===== src/rtl/core/s256_pkg.sv =====
// Shared types, constants and round functions for the SHA-256 message hash.
`default_nettype none

package s256_pkg;

    typedef logic [7:0][31:0] t_hash;

    typedef enum logic [2:0] {
        ST_IDLE,
        ST_BLOCK,
        ST_PAD,
        ST_PAD_RUN,
        ST_DIGEST
    } t_state;

    typedef struct packed {
        logic       load;
        logic       start;
        logic       init;
        logic [5:0] pos;
        logic [7:0] data;
    } t_ctl;

    localparam logic [7:0] PAD_BYTE = 8'h80;

    localparam t_hash HASH_IV = {
        32'h5be0cd19, 32'h1f83d9ab, 32'h9b05688c, 32'h510e527f,
        32'ha54ff53a, 32'h3c6ef372, 32'hbb67ae85, 32'h6a09e667
    };

    function automatic logic [31:0] rotr(input logic [31:0] x, input int n);
        rotr = (x >> n) | (x << (32 - n));
    endfunction

    function automatic logic [31:0] round_k(input logic [5:0] t);
        logic [31:0] k;
        case (t)
            6'd0:  k = 32'h428a2f98;  6'd1:  k = 32'h71374491;
            6'd2:  k = 32'hb5c0fbcf;  6'd3:  k = 32'he9b5dba5;
            6'd4:  k = 32'h3956c25b;  6'd5:  k = 32'h59f111f1;
            6'd6:  k = 32'h923f82a4;  6'd7:  k = 32'hab1c5ed5;
            6'd8:  k = 32'hd807aa98;  6'd9:  k = 32'h12835b01;
            6'd10: k = 32'h243185be;  6'd11: k = 32'h550c7dc3;
            6'd12: k = 32'h72be5d74;  6'd13: k = 32'h80deb1fe;
            6'd14: k = 32'h9bdc06a7;  6'd15: k = 32'hc19bf174;
            6'd16: k = 32'he49b69c1;  6'd17: k = 32'hefbe4786;
            6'd18: k = 32'h0fc19dc6;  6'd19: k = 32'h240ca1cc;
            6'd20: k = 32'h2de92c6f;  6'd21: k = 32'h4a7484aa;
            6'd22: k = 32'h5cb0a9dc;  6'd23: k = 32'h76f988da;
            6'd24: k = 32'h983e5152;  6'd25: k = 32'ha831c66d;
            6'd26: k = 32'hb00327c8;  6'd27: k = 32'hbf597fc7;
            6'd28: k = 32'hc6e00bf3;  6'd29: k = 32'hd5a79147;
            6'd30: k = 32'h06ca6351;  6'd31: k = 32'h14292967;
            6'd32: k = 32'h27b70a85;  6'd33: k = 32'h2e1b2138;
            6'd34: k = 32'h4d2c6dfc;  6'd35: k = 32'h53380d13;
            6'd36: k = 32'h650a7354;  6'd37: k = 32'h766a0abb;
            6'd38: k = 32'h81c2c92e;  6'd39: k = 32'h92722c85;
            6'd40: k = 32'ha2bfe8a1;  6'd41: k = 32'ha81a664b;
            6'd42: k = 32'hc24b8b70;  6'd43: k = 32'hc76c51a3;
            6'd44: k = 32'hd192e819;  6'd45: k = 32'hd6990624;
            6'd46: k = 32'hf40e3585;  6'd47: k = 32'h106aa070;
            6'd48: k = 32'h19a4c116;  6'd49: k = 32'h1e376c08;
            6'd50: k = 32'h2748774c;  6'd51: k = 32'h34b0bcb5;
            6'd52: k = 32'h391c0cb3;  6'd53: k = 32'h4ed8aa4a;
            6'd54: k = 32'h5b9cca4f;  6'd55: k = 32'h682e6ff3;
            6'd56: k = 32'h748f82ee;  6'd57: k = 32'h78a5636f;
            6'd58: k = 32'h84c87814;  6'd59: k = 32'h8cc70208;
            6'd60: k = 32'h90befffa;  6'd61: k = 32'ha4506ceb;
            6'd62: k = 32'hbef9a3f7;  6'd63: k = 32'hc67178f2;
            default: k = 32'h0;
        endcase
        return k;
    endfunction

endpackage

`default_nettype wire


===== src/rtl/core/s256_compress.sv =====
// SHA-256 block window and compression unit running one round per cycle.
`default_nettype none

module s256_compress import s256_pkg::*; (
    input  wire logic  i_clk,
    input  wire logic  i_rst_n,
    input  wire t_ctl  i_ctl,
    output logic       o_busy,
    output t_hash      o_hash
);

    t_hash             r_h;
    t_hash             r_v;
    logic [15:0][31:0] r_w;
    logic [5:0]        r_round;
    logic              r_busy;
    logic              r_fin;

    logic [31:0] big0, big1, choose, major, t1, t2, sig0, sig1, w_new;

    always_comb begin
        big1   = rotr(r_v[4], 6) ^ rotr(r_v[4], 11) ^ rotr(r_v[4], 25);
        choose = (r_v[4] & r_v[5]) ^ (~r_v[4] & r_v[6]);
        big0   = rotr(r_v[0], 2) ^ rotr(r_v[0], 13) ^ rotr(r_v[0], 22);
        major  = (r_v[0] & r_v[1]) ^ (r_v[0] & r_v[2]) ^ (r_v[1] & r_v[2]);
        t1     = r_v[7] + big1 + choose + round_k(r_round) + r_w[0];
        t2     = big0 + major;
        sig1   = rotr(r_w[14], 17) ^ rotr(r_w[14], 19) ^ (r_w[14] >> 10);
        sig0   = rotr(r_w[1], 7) ^ rotr(r_w[1], 18) ^ (r_w[1] >> 3);
        w_new  = sig1 + r_w[9] + sig0 + r_w[0];
    end

    always_ff @(posedge i_clk) begin
        if (!i_rst_n) begin
            r_busy  <= 1'b0;
            r_fin   <= 1'b0;
            r_round <= '0;
            r_h     <= HASH_IV;
        end else begin
            if (i_ctl.start) begin
                r_busy  <= 1'b1;
                r_fin   <= 1'b0;
                r_round <= '0;
            end else if (r_busy) begin
                if (r_fin) begin
                    r_busy <= 1'b0;
                    r_fin  <= 1'b0;
                end else begin
                    if (r_round == 6'd63) begin
                        r_fin <= 1'b1;
                    end
                    r_round <= r_round + 6'd1;
                end
            end
            if (i_ctl.init) begin
                r_h <= HASH_IV;
            end else if (r_busy && r_fin) begin
                for (int i = 0; i < 8; i++) begin
                    r_h[i] <= r_h[i] + r_v[i];
                end
            end
        end
    end

    always_ff @(posedge i_clk) begin
        if (i_ctl.start) begin
            r_v <= r_h;
        end else if (r_busy && !r_fin) begin
            r_v[7] <= r_v[6];
            r_v[6] <= r_v[5];
            r_v[5] <= r_v[4];
            r_v[4] <= r_v[3] + t1;
            r_v[3] <= r_v[2];
            r_v[2] <= r_v[1];
            r_v[1] <= r_v[0];
            r_v[0] <= t1 + t2;
        end
        if (i_ctl.load) begin
            r_w[i_ctl.pos[5:2]][{~i_ctl.pos[1:0], 3'b000} +: 8] <= i_ctl.data;
        end else if (r_busy && !r_fin) begin
            for (int i = 0; i < 15; i++) begin
                r_w[i] <= r_w[i + 1];
            end
            r_w[15] <= w_new;
        end
    end

    assign o_busy = r_busy;
    assign o_hash = r_h;

endmodule

`default_nettype wire


===== src/rtl/core/sha256_message_hash.sv =====
// Top level of the SHA-256 message hash: byte intake, padding sequencer and digest output.
// Each message byte is one input item. The item that completes a 64-byte block keeps
// the input stalled while the shared round unit runs the 64 rounds and folds the
// result into the chaining hash. An item with the end mark starts padding, written
// one byte per cycle up to the end of the block and followed by a compression wait,
// once more when the pad byte falls at position 56 or later. The digest then leaves
// as four 64-bit big-endian items, word 0 first, and the block is ready for a new message.
`default_nettype none

module sha256_message_hash import s256_pkg::*; (
    input  wire logic        i_clk,
    input  wire logic        i_rst_n,
    input  wire logic        i_in_valid,
    output logic             o_in_ready,
    input  wire logic [7:0]  i_data_byte,
    input  wire logic        i_byte_present,
    input  wire logic        i_end_of_message,
    output logic             o_out_valid,
    input  wire logic        i_out_ready,
    output logic [63:0]      o_digest_word,
    output logic [1:0]       o_word_index,
    output logic             o_last_word
);

    t_state      r_state;
    t_state      n_state;
    logic [5:0]  r_pos;
    logic [5:0]  n_pos;
    logic [63:0] r_count;
    logic [1:0]  r_idx;
    logic        r_eom;
    logic        r_first;
    logic        r_final;
    logic        in_acc;
    logic        out_acc;
    logic        busy;
    t_ctl        ctl;
    t_hash       hash;
    logic [7:0]  pad_data;

    s256_compress u_compress (
        .i_clk   (i_clk),
        .i_rst_n (i_rst_n),
        .i_ctl   (ctl),
        .o_busy  (busy),
        .o_hash  (hash)
    );

    assign in_acc  = i_in_valid && o_in_ready;
    assign out_acc = o_out_valid && i_out_ready;
    assign n_pos   = r_pos + {5'd0, i_byte_present};

    always_comb begin
        if (r_first) begin
            pad_data = PAD_BYTE;
        end else if (r_final && (r_pos[5:3] == 3'b111)) begin
            pad_data = r_count[{~r_pos[2:0], 3'b000} +: 8];
        end else begin
            pad_data = 8'h00;
        end
    end

    always_comb begin
        n_state = r_state;
        case (r_state)
            ST_IDLE: begin
                if (in_acc) begin
                    if (i_byte_present && (r_pos == 6'd63)) begin
                        n_state = ST_BLOCK;
                    end else if (i_end_of_message) begin
                        n_state = ST_PAD;
                    end
                end
            end
            ST_BLOCK: begin
                if (!busy) begin
                    n_state = r_eom ? ST_PAD : ST_IDLE;
                end
            end
            ST_PAD: begin
                if (r_pos == 6'd63) begin
                    n_state = ST_PAD_RUN;
                end
            end
            ST_PAD_RUN: begin
                if (!busy) begin
                    n_state = r_final ? ST_DIGEST : ST_PAD;
                end
            end
            ST_DIGEST: begin
                if (out_acc && (r_idx == 2'd3)) begin
                    n_state = ST_IDLE;
                end
            end
            default: n_state = ST_IDLE;
        endcase
    end

    always_comb begin
        o_in_ready  = 1'b0;
        o_out_valid = 1'b0;
        ctl         = '0;
        ctl.pos     = r_pos;
        ctl.data    = i_data_byte;
        case (r_state)
            ST_IDLE: begin
                o_in_ready = 1'b1;
                if (i_in_valid && i_byte_present) begin
                    ctl.load  = 1'b1;
                    ctl.start = (r_pos == 6'd63);
                end
            end
            ST_PAD: begin
                ctl.load  = 1'b1;
                ctl.data  = pad_data;
                ctl.start = (r_pos == 6'd63);
            end
            ST_DIGEST: begin
                o_out_valid = 1'b1;
                ctl.init    = i_out_ready && (r_idx == 2'd3);
            end
            default: begin
                o_in_ready = 1'b0;
            end
        endcase
    end

    always_ff @(posedge i_clk) begin
        if (!i_rst_n) begin
            r_state <= ST_IDLE;
            r_pos   <= '0;
            r_count <= '0;
            r_idx   <= '0;
            r_eom   <= 1'b0;
            r_first <= 1'b0;
            r_final <= 1'b0;
        end else begin
            r_state <= n_state;
            case (r_state)
                ST_IDLE: begin
                    if (in_acc) begin
                        r_eom <= i_end_of_message;
                        if (i_byte_present) begin
                            r_pos   <= n_pos;
                            r_count <= r_count + 64'd8;
                        end
                        if (i_end_of_message) begin
                            r_first <= 1'b1;
                            r_final <= (n_pos[5:3] != 3'b111);
                        end
                    end
                end
                ST_PAD: begin
                    r_first <= 1'b0;
                    r_pos   <= r_pos + 6'd1;
                end
                ST_PAD_RUN: begin
                    if (!busy) begin
                        r_final <= 1'b1;
                    end
                end
                ST_DIGEST: begin
                    if (out_acc) begin
                        r_idx <= r_idx + 2'd1;
                        if (r_idx == 2'd3) begin
                            r_pos   <= '0;
                            r_count <= '0;
                            r_eom   <= 1'b0;
                        end
                    end
                end
                default: begin
                    r_idx <= r_idx;
                end
            endcase
        end
    end

    assign o_digest_word = {hash[{r_idx, 1'b0}], hash[{r_idx, 1'b1}]};
    assign o_word_index  = r_idx;
    assign o_last_word   = (r_idx == 2'd3);

endmodule

`default_nettype wire


===== config.mk =====
export PLATFORM = sky130hd
export DESIGN_NAME = sha256_message_hash
export DESIGN_NICKNAME = d
export VERILOG_FILES = /design/src/rtl/core/s256_pkg.sv /design/src/rtl/core/s256_compress.sv /design/src/rtl/core/sha256_message_hash.sv
export SDC_FILE = /design/constraint.sdc
export NUM_CORES = 2
export LEC_CHECK = 0
export ABC_AREA = 0
export BUFFER_PORTS_ARGS = -buffer_cell sky130_fd_sc_hd__buf_4
export CAP_MARGIN = 10
export CORE_MARGIN = 2
export CORE_UTILIZATION = 30
export CTS_BUF_LIST = sky130_fd_sc_hd__clkbuf_16
export DETAILED_ROUTE_END_ITERATION = 7
export HOLD_SLACK_MARGIN = 0.03
export PLACE_DENSITY = 0.55
export SLEW_MARGIN = 20
export SYNTH_ARGS = -nofsm -noshare
export SYNTH_HDL_FRONTEND = slang
export SYNTH_SLANG_ARGS = --single-unit

===== constraint.sdc =====
create_clock -name i_clk -period 32.4 [get_ports i_clk]
set_clock_uncertainty 0.2 [all_clocks]
set_input_delay 1.62 -clock i_clk [delete_from_list [all_inputs] [get_ports i_clk]]
set_output_delay 1.62 -clock i_clk [all_outputs]
set_load 0.02 [all_outputs]

==> flow_metrics.py <==
metrics = {
    "run_status": {
        "status": "finished clean",
    },
    "die": {
        "dieWidth_um": 503.4,
        "io_pins": 83,
        "start_util": 0.3012,
        "core_um2": 248400,
        "rows": 183,
        "die_area_um2": 253400,
        "die_y_um": 503.4,
    },
    "worst_setup_path": {
        "cp_data_required_time_ns": 32.68,
        "end_kind": "flop",
        "worstPathMaxFanout": 6,
        "worstSetupPathType": "reg -> reg",
        "reg2reg_slack_ns": 24.06,
        "r2r-start": "u_compress.r_v[140]",
        "r2r_cells": 29,
        "cpMostUsedCell": "fa_1",
        "cp_data_arrival_time_ns": 8.62,
        "cpPeakStageDelay_ns": 0.54,
        "rr_endpoint": "u_compress.r_v[28]",
        "startpoint_type": "flop",
        "critical-path-slowest-cell": "edfxtp_1",
    },
    "clock_tree": {
        "clkTransAtPathRegs_ns": 0.06,
        "cts.sinks": 1139,
        "htreeDepth": 4,
        "cts_made_buffers": 134,
        "clk_path_buf_depth": 3,
        "cts_hold_buf": 0,
        "cts_tree": "yes",
        "cts_root_buffer": "clkbuf_16",
        "cts_resized": 0,
        "clk_latency_ns": 0.80,
        "post-cts-setup-buffer-count": 0,
    },
    "placed_design": {
        "dp_hpwl_um": 197700,
        "pre_cts_ws_ns": 24.05,
        "portBuffers": 82,
        "gp_congestion": 0.9893,
    },
    "synth": {
        "synth-edff-count": 768,
        "synth_top_area_frac": 0.3082,
        "ys_seq_elements": 1139,
        "synth_top_cell_by_area": "edfxtp_1",
        "synth.avg_cell_area_um2": 9.170,
        "yosys-top-cells-area": "edfxtp_1 31%, dfxtp_1 9.9%, nand2_1 8.8%",
        "synthArstFlopShare": 0,
        "netlist_instances": 8159,
        "synthFlopType": "edfxtp_1",
        "yosys_warnings": 0,
        "synth_nets": 8768,
        "synth_cell_type_count": 101,
        "seq_area_frac_synth": 0.4075,
        "syn_area_um2": 74820,
    },
    "pwr": {
        "ir_drop_uv": 55.92,
        "p_leak_nw": 32.82,
        "power_mw": 3.509,
        "p_per_area_nw_per_um2": 42.35,
    },
    "routing": {
        "wl_met3_um": 20660,
        "routedWlPerCell_um": 23.45,
        "dr.max_layer_used": "met5",
        "wl_met2_um": 120300,
        "wl_um": 268900,
        "drt_iter0_drc": 6423,
        "vias_per_cell": 5.418,
        "route.detailed.drc": 0,
        "vias": 62130,
        "firstDrtPassIters": 7,
        "antenna_left": 0,
        "met1_length_um": 116100,
    },
    "job": {
        "maxCapViolCount": 0,
    },
    "sta": {
        "rsz0062_at_grt": "no",
        "finalCriticalPeriod_ns": 8.341,
        "maxSlewViolCount": 0,
        "finalSetupTns_ns": 0,
        "max_freq_ghz": 0.1199,
        "slew_headroom": 0.1806,
        "hold_viol": 0,
        "worst_slew_pin_slew_ns": 1.222,
        "fin_ws_ns": 24.06,
        "finalSetupViolCount": 0,
        "fin_crit_sh": 0.2574,
    },
    "global_routing": {
        "grtUsageTotal": 0.2073,
        "grt_pass1_vias": 59940,
        "grt-ovfl-total": 0,
        "antenna_found_initial": 13,
        "grt_pass1_wl_um": 395800,
        "grt_start_max_net_pins": 168,
    },
    "layout": {
        "area_delta_synth_final_pct": 10.74,
        "drive_gt1_frac": 0.05979,
        "finalNetCount": 8630,
    },
    "min_path": {
        "whs_path_depth": 2,
        "hold_path.class": "reg -> reg",
        "min_from": "r_eom",
        "holdPathEnd": "r_eom",
    },
}
-- placed cells by master, fill, tap and decap left out, types with 16 or more instances in the layout --
cell / instances
o21ai_0: 760
a21oi_1: 527
nand2b_1: 74
a31oi_1: 45
a21o_1: 208
nor2_1: 351
o31ai_1: 24
clkbuf_16: 135
and4_1: 16
nand3_1: 113
o22ai_1: 42
ha_1: 400
o21bai_1: 48
a211oi_1: 70
mux4_2: 77
edfxtp_1: 768
clkinv_1: 29
clkinv_2: 18
xor2_1: 257
inv_1: 429
xnor2_1: 362
nor3_1: 85
o21ai_1: 74
nand4_1: 29
o21a_1: 65
fa_1: 195
buf_4: 147
a311oi_1: 16
dfxtp_1: 369
nand2_1: 1752
a22o_1: 19
and3_1: 50
nor2b_1: 47
o211ai_1: 119
mux2i_1: 54
or3_1: 40
and2_1: 17
-- metrics by stage --
| stage | cell area, um^2 | std cells | hold WS (ns) | utilization |
|---|---|---|---|---|
| CTS | 82800 | 11460 | 0.2963 | 0.3333 |
| floorplan | 74820 | 8159 | 0.2489 | - |
| detailed placement | 78680 | 11210 | 0.2849 | 0.3167 |
| global placement | 78670 | 11210 | 0.2763 | 0.3167 |
| global route | 82850 | 11460 | 0.3112 | 0.3335 |
| finish | 82850 | 11470 | 0.2916 | 0.3335 |
-- routing by layer --
metal | vias up | track usage
li1 | 28510 | -
met1 | 30600 | 0.2818
met2 | 2576 | 0.3255
met3 | 443 | 0.03405
met4 | 2 | 0.08717
met5 | - | 0
-- worst max-delay path, delay by kind of cell, from the launching register on --
kind | cells | cell delay, ns
adder cells (fa/ha/maj) | 7 | 2.97
AO/OA/AOI/OAI | 14 | 3.07
flip-flops | 1 | 0.54
buffers and inverters | 4 | 0.36
XOR/XNOR | 4 | 0.89
-- cell usage after synthesis (40+ instances only) --
library cell     n
clkbuf_1       371
nor2_1         353
o21ai_1         74
mux2i_1         54
o21a_1          65
or3_1           40
a211oi_1        70
dfxtp_1        371
inv_1          395
nand2_1       1755
and3_1          50
o21bai_1        48
o21ai_0        762
a21o_1         208
nand2b_1        74
mux4_2          77
nor3_1          90
a21oi_1        528
ha_1           400
o211ai_1       119
nand3_1        113
nor2b_1         47
xnor2_1        365
a31oi_1         45
fa_1           195
edfxtp_1       768
xor2_1         258
o22ai_1         42
-- cell type report --
type / instances / area, um^2
Antenna cell: 9 / 22.52
Clock buffer: 135 / 3378
Tap cell: 3330 / 4167
Sequential cell: 1139 / 30500
Clock inverter: 108 / 748.2
Timing Repair Buffer: 152 / 1211
Inverter: 400 / 1501
Multi-Input combinational cell: 6194 / 41330
Fill cell: 25470 / 165600
-- worst max path at each step --
| stage | start | to | slack, ns | depth (start not counted) |
|---|---|---|---|---|
| after global routing | u_compress.r_v[140] | u_compress.r_v[28] | 23.60 | 29 |
| after CTS | u_compress.r_v[140] | u_compress.r_v[28] | 24.04 | 29 |
| final | u_compress.r_v[140] | u_compress.r_v[28] | 24.06 | 29 |
| after detailed placement | u_compress.r_v[140] | u_compress.r_v[28] | 24.05 | 29 |
| after global placement | u_compress.r_v[140] | u_compress.r_v[28] | 24.12 | 29 |
| after floorplan | u_compress.o_busy | u_compress.o_busy | 12.59 | 3 |
-- power by group --
group | total, mW | internal, mW | leakage, nW | switching (mW)
Clock | 1.47 | 0.804 | 2.15 | 0.664
Sequential | 1.58 | 1.57 | 9.96 | 0.00926
Combinational | 0.465 | 0.168 | 20.7 | 0.297
Total | 3.51 | 2.54 | 32.8 | 0.970
-- registers in the layout, indices dropped and copies added, names as in the netlist, named ones only --
name,count
r_pos,6
u_compress.o_busy,1
r_count,61
u_compress.o_hash,256
r_eom,1
u_compress.r_fin,1
r_first,1
u_compress.r_round,6
o_word_index,2
r_state,3
u_compress.r_w,512
r_final,1
u_compress.r_v,256
-- cells by family after synthesis --
kind of cell / after synthesis / share of synthesized area
AND/OR/NAND/NOR: 2643 / 0.1487
multiplexers: 136 / 0.03115
flip-flops: 1139 / 0.4075
buffers and inverters: 826 / 0.04217
XOR/XNOR: 624 / 0.07315
adder cells (fa/ha/maj): 600 / 0.1197
AO/OA/AOI/OAI: 2191 / 0.1776
No activity file was read; power rests on OpenSTA's default activity.
